### config.mk
export PLATFORM = sky130hd
export DESIGN_NAME = line_follower_turn_sequencer_flat
export DESIGN_NICKNAME = d
export VERILOG_FILES = /design/src/sv/lfts_pkg.sv /design/src/sv/lfts_if.sv /design/src/sv/lfts_mode_fsm.sv /design/src/sv/line_follower_turn_sequencer.sv /design/src/flat_wrapper.sv
export SDC_FILE = /design/constraint.sdc
export NUM_CORES = 2
export LEC_CHECK = 0
export BUFFER_PORTS_ARGS = -buffer_cell sky130_fd_sc_hd__buf_2
export CAP_MARGIN = 20
export CORE_UTILIZATION = 40
export CTS_BUF_LIST = sky130_fd_sc_hd__clkbuf_8
export DETAILED_ROUTE_END_ITERATION = 10
export GPL_TIMING_DRIVEN = 1
export SLEW_MARGIN = 15
export SYNTH_ARGS = -nofsm -noshare
export SYNTH_HDL_FRONTEND = slang
export SYNTH_SLANG_ARGS = --single-unit
### constraint.sdc
create_clock -name clk -period 20.1 [get_ports clk]
set_clock_uncertainty 0.2 [all_clocks]
set_input_delay 4.02 -clock clk [delete_from_list [all_inputs] [get_ports clk]]
set_output_delay 4.02 -clock clk [all_outputs]
set_load 0.02 [all_outputs]
### src/sv/lfts_pkg.sv
`default_nettype none
// ----------------------------------------------------------------------------
// lfts_pkg
// Shared types, codes and constants of the line follower turn sequencer.
// ----------------------------------------------------------------------------
package lfts_pkg;

	localparam int YAW_W    = 16;
	localparam int TIME_W   = 32;
	localparam int ANGLE_W  = 9;
	localparam int PERIOD_W = 20;
	localparam int PROD_W   = 36;  // signed yaw * unsigned period always fits
	localparam int THR_W    = 33;  // 360 deg * 16e6 fits in 33 bits
	localparam int HEAD_W   = 64;
	localparam int PWR_W    = 8;
	localparam int CFG_IDX_W  = 2;
	localparam int CFG_DATA_W = 20;

	localparam logic [THR_W-1:0] HEADING_PER_DEG = THR_W'(16000000);

	localparam logic [ANGLE_W-1:0]  TURN_ANGLE_RST       = ANGLE_W'(72);
	localparam logic [ANGLE_W-1:0]  TURNAROUND_ANGLE_RST = ANGLE_W'(140);
	localparam logic [PERIOD_W-1:0] PERIOD_RST           = PERIOD_W'(10000);

	localparam logic signed [PWR_W-1:0] PWR_ZERO = PWR_W'(0);
	localparam logic signed [PWR_W-1:0] PWR_FWD  = PWR_W'(60);
	localparam logic signed [PWR_W-1:0] PWR_TURN = PWR_W'(70);
	localparam logic signed [PWR_W-1:0] PWR_BACK = -PWR_W'(70);
	localparam logic signed [PWR_W-1:0] PWR_CHK  = PWR_W'(50);

	typedef enum logic [2:0] {
		MODE_FWD        = 3'd0,
		MODE_LEFT       = 3'd1,
		MODE_CHECK      = 3'd2,
		MODE_RIGHT      = 3'd3,
		MODE_TURN90     = 3'd4,
		MODE_TURNAROUND = 3'd5
	} mode_t;

	typedef enum logic [CFG_IDX_W-1:0] {
		REG_TURN_ANGLE       = 2'd0,
		REG_TURNAROUND_ANGLE = 2'd1,
		REG_PERIOD           = 2'd2
	} cfg_reg_t;

	typedef struct packed {
		logic outer_left;
		logic inner_left;
		logic middle;
		logic inner_right;
		logic outer_right;
		logic park;
	} ir_t;

	typedef struct packed {
		ir_t  ir;
		logic turn_done;
		logic turnaround_done;
	} fsm_in_t;

	typedef struct packed {
		mode_t                   next_mode;
		logic                    clear_heading;
		logic signed [PWR_W-1:0] left_power;
		logic signed [PWR_W-1:0] right_power;
	} fsm_out_t;

	// heading threshold in 1/16e6 degree units
	function automatic logic [THR_W-1:0] angle_thr(input logic [ANGLE_W-1:0] deg);
		angle_thr = THR_W'(deg) * HEADING_PER_DEG;
	endfunction

endpackage
`default_nettype wire

### src/sv/lfts_if.sv
`default_nettype none
// ----------------------------------------------------------------------------
// lfts channel interfaces
// Valid/ready channels for sensor items, result items and register writes.
// ----------------------------------------------------------------------------
interface lfts_in_if;
	logic               valid;
	logic               ready;
	logic               ir_outer_left;
	logic               ir_inner_left;
	logic               ir_middle;
	logic               ir_inner_right;
	logic               ir_outer_right;
	logic               ir_park;
	logic signed [15:0] yaw_rate;
	logic [31:0]        time_us;

	modport source (output valid, ir_outer_left, ir_inner_left, ir_middle, ir_inner_right,
		ir_outer_right, ir_park, yaw_rate, time_us, input ready);
	modport sink (input valid, ir_outer_left, ir_inner_left, ir_middle, ir_inner_right,
		ir_outer_right, ir_park, yaw_rate, time_us, output ready);
endinterface

interface lfts_out_if;
	logic              valid;
	logic              ready;
	logic signed [7:0] left_power;
	logic signed [7:0] right_power;
	logic [2:0]        next_mode;

	modport source (output valid, left_power, right_power, next_mode, input ready);
	modport sink (input valid, left_power, right_power, next_mode, output ready);
endinterface

interface lfts_cfg_if;
	logic        valid;
	logic        ready;
	logic [1:0]  reg_index;
	logic [19:0] wdata;

	modport source (output valid, reg_index, wdata, input ready);
	modport sink (input valid, reg_index, wdata, output ready);
endinterface
`default_nettype wire

### src/sv/lfts_mode_fsm.sv
`default_nettype none
// ----------------------------------------------------------------------------
// lfts_mode_fsm
// Six-mode drive machine: motor powers of the current mode and next mode.
// ----------------------------------------------------------------------------
module lfts_mode_fsm
	import lfts_pkg::*;
(
	input  mode_t    mode,
	input  fsm_in_t  fin,
	output fsm_out_t fout
);

	mode_t next_mode;
	logic  clear_heading;
	logic  ol, il, mid, irr, orr, pk;

	assign ol  = fin.ir.outer_left;
	assign il  = fin.ir.inner_left;
	assign mid = fin.ir.middle;
	assign irr = fin.ir.inner_right;
	assign orr = fin.ir.outer_right;
	assign pk  = fin.ir.park;

	// next mode; later tests win
	always_comb begin
		next_mode     = mode;
		clear_heading = 1'b0;
		case (mode)
			MODE_LEFT: begin
				if (!ol && !il && mid && !irr && !orr) begin
					next_mode     = MODE_FWD;
					clear_heading = 1'b1;
				end
			end
			MODE_RIGHT: begin
				if (mid) begin
					next_mode     = MODE_FWD;
					clear_heading = 1'b1;
				end
			end
			MODE_TURN90: begin
				if (fin.turn_done) begin
					next_mode     = MODE_CHECK;
					clear_heading = 1'b1;
				end
			end
			MODE_TURNAROUND: begin
				if (fin.turnaround_done) begin
					next_mode     = MODE_CHECK;
					clear_heading = 1'b1;
				end
			end
			MODE_CHECK: begin
				if (mid) next_mode = MODE_FWD;
				if (il)  next_mode = MODE_RIGHT;
				if (irr) next_mode = MODE_LEFT;
			end
			default: begin
				next_mode = MODE_FWD;
				if (!il && !mid && irr && !pk) next_mode = MODE_LEFT;
				if (il && !mid && !irr && !pk) next_mode = MODE_RIGHT;
				if (ol && il && mid && irr && orr && !pk) next_mode = MODE_TURN90;
				if (!ol && !il && !mid && !irr && !orr && !pk) next_mode = MODE_TURNAROUND;
			end
		endcase
	end

	// motor powers of the current mode
	always_comb begin
		fout.next_mode     = next_mode;
		fout.clear_heading = clear_heading;
		case (mode)
			MODE_LEFT: begin
				fout.left_power  = PWR_FWD;
				fout.right_power = PWR_ZERO;
			end
			MODE_RIGHT: begin
				fout.left_power  = PWR_ZERO;
				fout.right_power = PWR_FWD;
			end
			MODE_TURN90: begin
				fout.left_power  = PWR_ZERO;
				fout.right_power = PWR_TURN;
			end
			MODE_TURNAROUND: begin
				fout.left_power  = PWR_BACK;
				fout.right_power = PWR_TURN;
			end
			MODE_CHECK: begin
				fout.left_power  = PWR_CHK;
				fout.right_power = PWR_CHK;
			end
			default: begin
				fout.left_power  = PWR_FWD;
				fout.right_power = PWR_FWD;
			end
		endcase
	end

endmodule
`default_nettype wire

### src/sv/line_follower_turn_sequencer.sv
`default_nettype none
// ----------------------------------------------------------------------------
// line_follower_turn_sequencer
// Line-follower drive mode sequencer with gyro heading integration.
// ----------------------------------------------------------------------------
// Usage:
//   item_in    - one control tick per item: five line bits, the park bit,
//                a signed yaw rate (1/16 deg/s) and the microsecond time.
//   result_out - one item per tick: motor powers of the mode the tick ran in
//                and the mode that follows it.
//   cfg        - register writes (0 turn angle, 1 turn-around angle,
//                2 integration period); always ready, write only while idle.
// Timing:
//   An accepted item enters the input register together with yaw * period,
//   formed by the one multiplier. When the result slot is free, the mode
//   machine, the saturating heading add and the dwell compare update the
//   state and load the result register. One item per cycle is sustained
//   while the result side does not stall, since each tick's state is final
//   when the next tick leaves the input register.
// Reset: forward mode, dwell, heading and last integration time zero,
//   registers at their defaults; both pipeline stages empty.
// Stall: a held result keeps its value; the input register still takes one
//   more item, then item_in.ready drops until the result is taken.
// ----------------------------------------------------------------------------
module line_follower_turn_sequencer
	import lfts_pkg::*;
(
	input  wire          clk,
	input  wire          arst_n,
	lfts_in_if.sink      item_in,
	lfts_out_if.source   result_out,
	lfts_cfg_if.sink     cfg
);

	// configuration
	logic [THR_W-1:0]    turn_thr_q;
	logic [THR_W-1:0]    turnaround_thr_q;
	logic [PERIOD_W-1:0] period_q;

	// input stage
	logic                      valid_s1;
	ir_t                       ir_s1;
	logic signed [PROD_W-1:0]  step_s1;
	logic [TIME_W-1:0]         time_s1;

	// result stage
	logic                      valid_s2;
	logic signed [PWR_W-1:0]   left_power_s2;
	logic signed [PWR_W-1:0]   right_power_s2;
	mode_t                     next_mode_s2;

	// tick state
	mode_t                     mode_q;
	logic                      pending_q;
	logic [TIME_W-1:0]         last_time_q;
	logic signed [HEAD_W-1:0]  heading_q;

	logic                      accept;
	logic                      adv;
	logic signed [PROD_W:0]    prod_full;
	fsm_in_t                   fin;
	fsm_out_t                  fout;
	logic signed [HEAD_W-1:0]  head_base;
	logic signed [HEAD_W:0]    head_sum;
	logic signed [HEAD_W-1:0]  head_nx;
	logic [TIME_W-1:0]         elapsed;

	// handshakes: the input register moves on whenever the result slot frees
	assign adv          = valid_s1 && (!valid_s2 || result_out.ready);
	assign item_in.ready = !valid_s1 || adv;
	assign accept       = item_in.valid && item_in.ready;
	assign cfg.ready    = 1'b1;

	// yaw * period, registered before the heading add
	assign prod_full = item_in.yaw_rate * $signed({1'b0, period_q});

	always_ff @(posedge clk or negedge arst_n) begin
		if (!arst_n) begin
			turn_thr_q       <= angle_thr(TURN_ANGLE_RST);
			turnaround_thr_q <= angle_thr(TURNAROUND_ANGLE_RST);
			period_q         <= PERIOD_RST;
		end else if (cfg.valid) begin
			case (cfg_reg_t'(cfg.reg_index))
				REG_TURN_ANGLE:       turn_thr_q <= angle_thr(cfg.wdata[ANGLE_W-1:0]);
				REG_TURNAROUND_ANGLE: turnaround_thr_q <= angle_thr(cfg.wdata[ANGLE_W-1:0]);
				REG_PERIOD:           period_q <= cfg.wdata[PERIOD_W-1:0];
				default:              ; // drop writes beyond the register list
			endcase
		end
	end

	always_ff @(posedge clk or negedge arst_n) begin
		if (!arst_n) begin
			valid_s1 <= 1'b0;
		end else if (item_in.ready) begin
			valid_s1 <= item_in.valid;
		end
	end

	always_ff @(posedge clk) begin
		if (accept) begin
			ir_s1.outer_left  <= item_in.ir_outer_left;
			ir_s1.inner_left  <= item_in.ir_inner_left;
			ir_s1.middle      <= item_in.ir_middle;
			ir_s1.inner_right <= item_in.ir_inner_right;
			ir_s1.outer_right <= item_in.ir_outer_right;
			ir_s1.park        <= item_in.ir_park;
			step_s1           <= prod_full[PROD_W-1:0];
			time_s1           <= item_in.time_us;
		end
	end

	// mode machine on the current mode and heading
	always_comb begin
		fin.ir              = ir_s1;
		fin.turn_done       = heading_q >= $signed({{(HEAD_W-THR_W){1'b0}}, turn_thr_q});
		fin.turnaround_done = heading_q >= $signed({{(HEAD_W-THR_W){1'b0}}, turnaround_thr_q});
	end

	lfts_mode_fsm u_fsm (
		.mode (mode_q),
		.fin  (fin),
		.fout (fout)
	);

	// heading: clear by the mode machine first, then the saturating step
	always_comb begin
		head_base = fout.clear_heading ? '0 : heading_q;
		head_sum  = {head_base[HEAD_W-1], head_base}
			+ {{(HEAD_W+1-PROD_W){step_s1[PROD_W-1]}}, step_s1};
		if (head_sum[HEAD_W] != head_sum[HEAD_W-1]) begin
			// overflow: clamp to the limit on the side of the true sum
			head_nx = head_sum[HEAD_W] ? {1'b1, {(HEAD_W-1){1'b0}}}
				: {1'b0, {(HEAD_W-1){1'b1}}};
		end else begin
			head_nx = head_sum[HEAD_W-1:0];
		end
	end

	assign elapsed = time_s1 - last_time_q;

	always_ff @(posedge clk or negedge arst_n) begin
		if (!arst_n) begin
			mode_q      <= MODE_FWD;
			pending_q   <= 1'b0;
			last_time_q <= '0;
			heading_q   <= '0;
		end else if (adv) begin
			mode_q <= fout.next_mode;
			if (pending_q) begin
				heading_q   <= head_nx;
				last_time_q <= time_s1;
				pending_q   <= 1'b0;
			end else begin
				heading_q <= head_base;
				if (elapsed >= {{(TIME_W-PERIOD_W){1'b0}}, period_q}) pending_q <= 1'b1;
			end
		end
	end

	always_ff @(posedge clk or negedge arst_n) begin
		if (!arst_n) begin
			valid_s2 <= 1'b0;
		end else if (adv) begin
			valid_s2 <= 1'b1;
		end else if (result_out.ready) begin
			valid_s2 <= 1'b0;
		end
	end

	always_ff @(posedge clk) begin
		if (adv) begin
			left_power_s2  <= fout.left_power;
			right_power_s2 <= fout.right_power;
			next_mode_s2   <= fout.next_mode;
		end
	end

	assign result_out.valid       = valid_s2;
	assign result_out.left_power  = left_power_s2;
	assign result_out.right_power = right_power_s2;
	assign result_out.next_mode   = next_mode_s2;

endmodule
`default_nettype wire

### src/flat_wrapper.sv
// flat-port wrapper written by rule: the top's interface ports become plain ports
module line_follower_turn_sequencer_flat import lfts_pkg::*;
  (clk, arst_n, item_in_valid, item_in_ir_outer_left, item_in_ir_inner_left, item_in_ir_middle, item_in_ir_inner_right, item_in_ir_outer_right, item_in_ir_park, item_in_yaw_rate, item_in_time_us, item_in_ready, result_out_valid, result_out_left_power, result_out_right_power, result_out_next_mode, result_out_ready, cfg_valid, cfg_reg_index, cfg_wdata, cfg_ready);
  lfts_in_if item_in_i ();
  lfts_out_if result_out_i ();
  lfts_cfg_if cfg_i ();
  input  wire clk;
  input  wire arst_n;
  input wire logic [$bits(item_in_i.valid)-1:0] item_in_valid;
  input wire logic [$bits(item_in_i.ir_outer_left)-1:0] item_in_ir_outer_left;
  input wire logic [$bits(item_in_i.ir_inner_left)-1:0] item_in_ir_inner_left;
  input wire logic [$bits(item_in_i.ir_middle)-1:0] item_in_ir_middle;
  input wire logic [$bits(item_in_i.ir_inner_right)-1:0] item_in_ir_inner_right;
  input wire logic [$bits(item_in_i.ir_outer_right)-1:0] item_in_ir_outer_right;
  input wire logic [$bits(item_in_i.ir_park)-1:0] item_in_ir_park;
  input wire logic [$bits(item_in_i.yaw_rate)-1:0] item_in_yaw_rate;
  input wire logic [$bits(item_in_i.time_us)-1:0] item_in_time_us;
  output wire logic [$bits(item_in_i.ready)-1:0] item_in_ready;
  output wire logic [$bits(result_out_i.valid)-1:0] result_out_valid;
  output wire logic [$bits(result_out_i.left_power)-1:0] result_out_left_power;
  output wire logic [$bits(result_out_i.right_power)-1:0] result_out_right_power;
  output wire logic [$bits(result_out_i.next_mode)-1:0] result_out_next_mode;
  input wire logic [$bits(result_out_i.ready)-1:0] result_out_ready;
  input wire logic [$bits(cfg_i.valid)-1:0] cfg_valid;
  input wire logic [$bits(cfg_i.reg_index)-1:0] cfg_reg_index;
  input wire logic [$bits(cfg_i.wdata)-1:0] cfg_wdata;
  output wire logic [$bits(cfg_i.ready)-1:0] cfg_ready;
  assign item_in_i.valid = item_in_valid;
  assign item_in_i.ir_outer_left = item_in_ir_outer_left;
  assign item_in_i.ir_inner_left = item_in_ir_inner_left;
  assign item_in_i.ir_middle = item_in_ir_middle;
  assign item_in_i.ir_inner_right = item_in_ir_inner_right;
  assign item_in_i.ir_outer_right = item_in_ir_outer_right;
  assign item_in_i.ir_park = item_in_ir_park;
  assign item_in_i.yaw_rate = item_in_yaw_rate;
  assign item_in_i.time_us = item_in_time_us;
  assign item_in_ready = item_in_i.ready;
  assign result_out_valid = result_out_i.valid;
  assign result_out_left_power = result_out_i.left_power;
  assign result_out_right_power = result_out_i.right_power;
  assign result_out_next_mode = result_out_i.next_mode;
  assign result_out_i.ready = result_out_ready;
  assign cfg_i.valid = cfg_valid;
  assign cfg_i.reg_index = cfg_reg_index;
  assign cfg_i.wdata = cfg_wdata;
  assign cfg_ready = cfg_i.ready;
  line_follower_turn_sequencer u_core (.clk(clk), .arst_n(arst_n), .item_in(item_in_i), .result_out(result_out_i), .cfg(cfg_i));
endmodule
==> metrics.txt <==
# TYPE chip_impl_metric gauge
chip_impl_metric{name="detail_route.wirelength",unit="um"} 73000
chip_impl_metric{name="dp.cells",unit=""} 4118
chip_impl_info{name="worstSetupEndpointType",value="flop"} 1
chip_impl_metric{name="drv_slew",unit=""} 0
chip_impl_metric{name="grt_first_pass_wirelength",unit="um"} 119000
chip_impl_metric{name="postRouteAntennaNets",unit=""} 0
chip_impl_info{name="worst_path_max_delay_cell",value="fa_1"} 1
chip_impl_metric{name="ys_warn_count",unit=""} 0
chip_impl_info{name="crit_path_start_kind",value="input pin"} 1
chip_impl_metric{name="hold-worst-slack",unit="ns"} 0.277
chip_impl_info{name="clockRootBuffer",value="clkbuf_8"} 1
chip_impl_metric{name="synth_edf_count",unit=""} 87
chip_impl_metric{name="clk_sink_count",unit=""} 255
chip_impl_metric{name="first_global_vias",unit=""} 22355
chip_impl_metric{name="synthesis.area",unit="sq um"} 29300
chip_impl_metric{name="r2r.worst_path.cells",unit=""} 24
chip_impl_metric{name="relSlewSlack",unit="%"} 29.7
chip_impl_metric{name="routedWlPerCell",unit="um"} 17.3
chip_impl_metric{name="drc_errors",unit=""} 0
chip_impl_metric{name="drv.max_cap_violation_count",unit=""} 0
chip_impl_metric{name="timing.critical_path.slowest_cell_delay",unit="ns"} 0.55
chip_impl_metric{name="worstSkewPairLatency",unit="ns"} 0.64
chip_impl_metric{name="final_nets",unit=""} 3919
chip_impl_metric{name="worst-slew-pin-transition",unit="ns"} 1.05
chip_impl_metric{name="cts_max_level",unit=""} 2
chip_impl_metric{name="synth-async-reset-ratio",unit="%"} 65.9
chip_impl_metric{name="hold_violations",unit=""} 0
chip_impl_info{name="r2r_end",value="u_core.heading_q[10]"} 1
chip_impl_metric{name="layout_area_growth_over_synthesis",unit="%"} 7.77
chip_impl_metric{name="fillers",unit=""} 7039
chip_impl_metric{name="layoutNonFillerInstCount",unit=""} 4209
chip_impl_metric{name="drt-pass1-iter-count",unit=""} 7
chip_impl_metric{name="multi_input_gate_area",unit="sq um"} 20100
chip_impl_metric{name="fmax",unit="MHz"} 98.1
chip_impl_metric{name="finalSetupViolCount",unit=""} 0
chip_impl_info{name="worst_path_most_repeated_cell",value="fa_1"} 1
chip_impl_metric{name="core_area",unit="sq um"} 72000
chip_impl_metric{name="vias_per_cell",unit=""} 5.30
chip_impl_metric{name="post-route-period-util",unit="%"} 50.7
chip_impl_metric{name="synth.ff_latch_count",unit=""} 255
chip_impl_metric{name="post_route_cells_drive_above_1_share",unit="%"} 8.68
chip_impl_metric{name="fin_tns_setup",unit="ns"} 0
chip_impl_metric{name="worst_hold_path.num_cells",unit=""} 2
chip_impl_info{name="rsz0062_at_grt",value="no"} 1
chip_impl_metric{name="crit_path_max_fanout",unit=""} 20
chip_impl_metric{name="drc_marker_count_from_the_first_detailed_route_iteration",unit=""} 1147
chip_impl_metric{name="die-height",unit="um"} 273
chip_impl_metric{name="worstPathArrival",unit="ns"} 10.34
chip_impl_metric{name="synth_seq_area_share",unit="%"} 23.3
chip_impl_metric{name="effective_utilization_at_floorplan",unit="%"} 40.7
chip_impl_metric{name="ff_latch_area",unit="sq um"} 6840
chip_impl_metric{name="buffers_from_clock_root_to_sink_at_most",unit=""} 3
chip_impl_metric{name="cts.repair.resized",unit=""} 0
chip_impl_metric{name="r2r_slack",unit="ns"} 12.51
chip_impl_metric{name="grt_max_degree",unit=""} 75
chip_impl_info{name="critical_path_cell_by_cell",value="buf_2 -> nand2_1 -> fa_1 -> inv_1 -> fa_1 -> inv_1 -> fa_1 -> inv_1 -> fa_1 -> inv_1 -> fa_1 -> inv_1 -> fa_1 -> ha_1 -> a21o_1 -> nor2_1 -> o21ai_0 -> a21oi_1 -> nand3_1 -> a221oi_1 -> o21ai_0 -> or2_2 -> a21oi_1 -> xnor2_1"} 1
chip_impl_metric{name="gp_congestion",unit=""} 0.896
chip_impl_metric{name="design.portCount",unit=""} 103
chip_impl_metric{name="syn-instance-count",unit=""} 3197
chip_impl_info{name="synth_ff_type",value="dfrtp_1"} 1
chip_impl_metric{name="die_w",unit="um"} 273
chip_impl_metric{name="overflow",unit=""} 0
chip_impl_metric{name="routed-via-count",unit=""} 22293
chip_impl_metric{name="num_rows",unit=""} 98
chip_impl_metric{name="place.port_buffers",unit=""} 97
chip_impl_metric{name="cts-buffers-inserted",unit=""} 48
chip_impl_info{name="timing_worst_setup_path_type",value="in -> reg"} 1
chip_impl_metric{name="required",unit="ns"} 20.25
chip_impl_metric{name="postCtsSetupRepairBufs",unit=""} 0
chip_impl_info{name="run_status",value="completed"} 1
chip_impl_metric{name="die_area",unit="sq um"} 74400
chip_impl_info{name="hold_path_startpoint",value="u_core.turn_thr_q[26]"} 1
chip_impl_metric{name="synth_cell_types",unit=""} 87
chip_impl_metric{name="grt.total_usage",unit="%"} 20.0
chip_impl_info{name="min-delay-path-class",value="reg -> reg"} 1
chip_impl_info{name="cts_tree",value="done"} 1
chip_impl_metric{name="timing.final.crit_period",unit="ns"} 10.19
chip_impl_info{name="holdPathEnd",value="u_core.turn_thr_q[26]"} 1
chip_impl_metric{name="hpwl",unit="um"} 55700
chip_impl_metric{name="cts_hold_buffers_added",unit=""} 0
chip_impl_metric{name="antenna_found_initial",unit=""} 0
chip_impl_metric{name="cts.reportedPaths.clkPinSlew",unit="ns"} 0.06
chip_impl_metric{name="n_antenna_cell",unit=""} 0
chip_impl_info{name="regToRegStartpoint",value="u_core.turn_thr_q[13]"} 1
chip_impl_metric{name="syn_avg_cell_area",unit="sq um"} 9.17
## cell usage in the layout (no fill, tap or decap), types with 23 or more instances in the layout
cell	Yosys	routed
fa_1	273	273
nand3_1	32	32
nand4_1	31	31
buf_2	11	96
ha_1	346	346
dfrtp_1	147	147
nor3_1	28	28
xnor2_1	86	86
a221o_1	62	62
edfxtp_1	87	87
mux2_2	32	32
nor2b_1	26	26
o21ai_0	176	176
nand2b_1	30	30
clkbuf_8	0	58
o21bai_1	23	23
inv_1	449	457
a21oi_1	168	168
a21o_1	73	73
xor2_1	45	45
nor2_1	99	99
nand2_1	382	382
and2_1	185	183
## critical path, delay by kind of cell
kind,cells,cell delay [ns]
simple gates,4,0.67
compound gates,6,1.49
fa+ha+maj,7,3.35
xor+xnor,1,0.09
buf+inv,6,0.70
## how the worst max path moves through the flow
stage / startpoint / to / slack (ns) / cells after the start
6_report: item_in_yaw_rate[8] / u_core.step_s1[30] / 9.91 / 24
3_3_place_gp: item_in_yaw_rate[6] / u_core.step_s1[30] / 9.35 / 24
4_1_cts: item_in_yaw_rate[6] / u_core.step_s1[30] / 9.97 / 24
3_5_place_dp: item_in_yaw_rate[6] / u_core.step_s1[30] / 9.31 / 24
2_1_floorplan: item_in_yaw_rate[15] / u_core.step_s1[30] / 9.51 / 23
5_1_grt: item_in_yaw_rate[6] / u_core.step_s1[30] / 9.50 / 24
## through the flow
| stage | worst slack, ns | area, sq um | util, % |
|---|---|---|---|
| 2_1_floorplan | 9.51 | 29300 | - |
| 3_3_place_gp | 9.35 | 30500 | 42.3 |
| 3_5_place_dp | 9.31 | 30500 | 42.3 |
| 4_1_cts | 9.97 | 31600 | 43.9 |
| 5_1_grt | 9.50 | 31600 | 43.9 |
| 6_report | 9.91 | 31600 | 43.9 |
## layer usage
| layer | GRT usage [%] | share of wire [%] | vias to the layer above | wire [um] |
|---|---|---|---|---|
| met5 | 0 | 0 | - | 0 |
| met4 | 5.19 | 2.3 | 0 | 1670 |
| met3 | 2.85 | 4.4 | 101 | 3240 |
| met2 | 33.0 | 46 | 457 | 33900 |
| met1 | 27.3 | 47 | 10924 | 34100 |
| li1 | - | - | 10811 | - |
## synth_stat cells (all sizes together) (17+ instances only)
master	number	area, sq um
o21a	17	128
nor2	100	378
a31oi	22	138
o21ai	180	905
nand3	32	160
mux2	32	360
nor2b	26	163
a21oi	168	841
a21o	73	548
nand2b	30	188
xor2	45	394
nor4	18	113
a221o	62	621
a211oi	18	148
and2	186	1160
dfrtp	147	3680
nand4	32	206
inv	452	1700
clkbuf	106	399
xnor2	86	753
fa	273	5470
dfstp	21	552
nand2	383	1440
buf	38	265
nor3	29	156
edfxtp	87	2610
o21bai	23	173
ha	346	4330
## state kept, by name, indices dropped and copies added, names as in the netlist, 3 cells and up
signal	flops
u_core.period_q	20
u_core.fin	6
u_core.heading_q	64
u_core.mode_q	3
u_core.time_s1	32
u_core.result_out.right_power	5
u_core.result_out.left_power	5
u_core.result_out.next_mode	3
u_core.step_s1	36
u_core.last_time_q	32
u_core.turnaround_thr_q	23
u_core.turn_thr_q	23
## cell type report
class	instances	area share (%)
multi-input combinational	2348	63.7
sequential	255	21.7
inverter	453	5.38
tap	950	3.76
clock buffer	58	2.53
timing repair buffer	113	1.98
clock inverter	32	0.990
## logic make-up after synthesis
group | count (synthesis) | synth area share [%]
AND/OR/NAND/NOR | 892 | 15.0
AO/OA/AOI/OAI | 664 | 14.8
adder cells (fa/ha/maj) | 619 | 33.4
buffers and inverters | 597 | 8.07
flip-flops | 255 | 23.3
XOR/XNOR | 131 | 3.91
multiplexers | 37 | 1.40
other | 2 | 0.0256
Power is not shown: default switching activity piles up to over one toggle a cycle in this logic, so the estimate is an artifact.
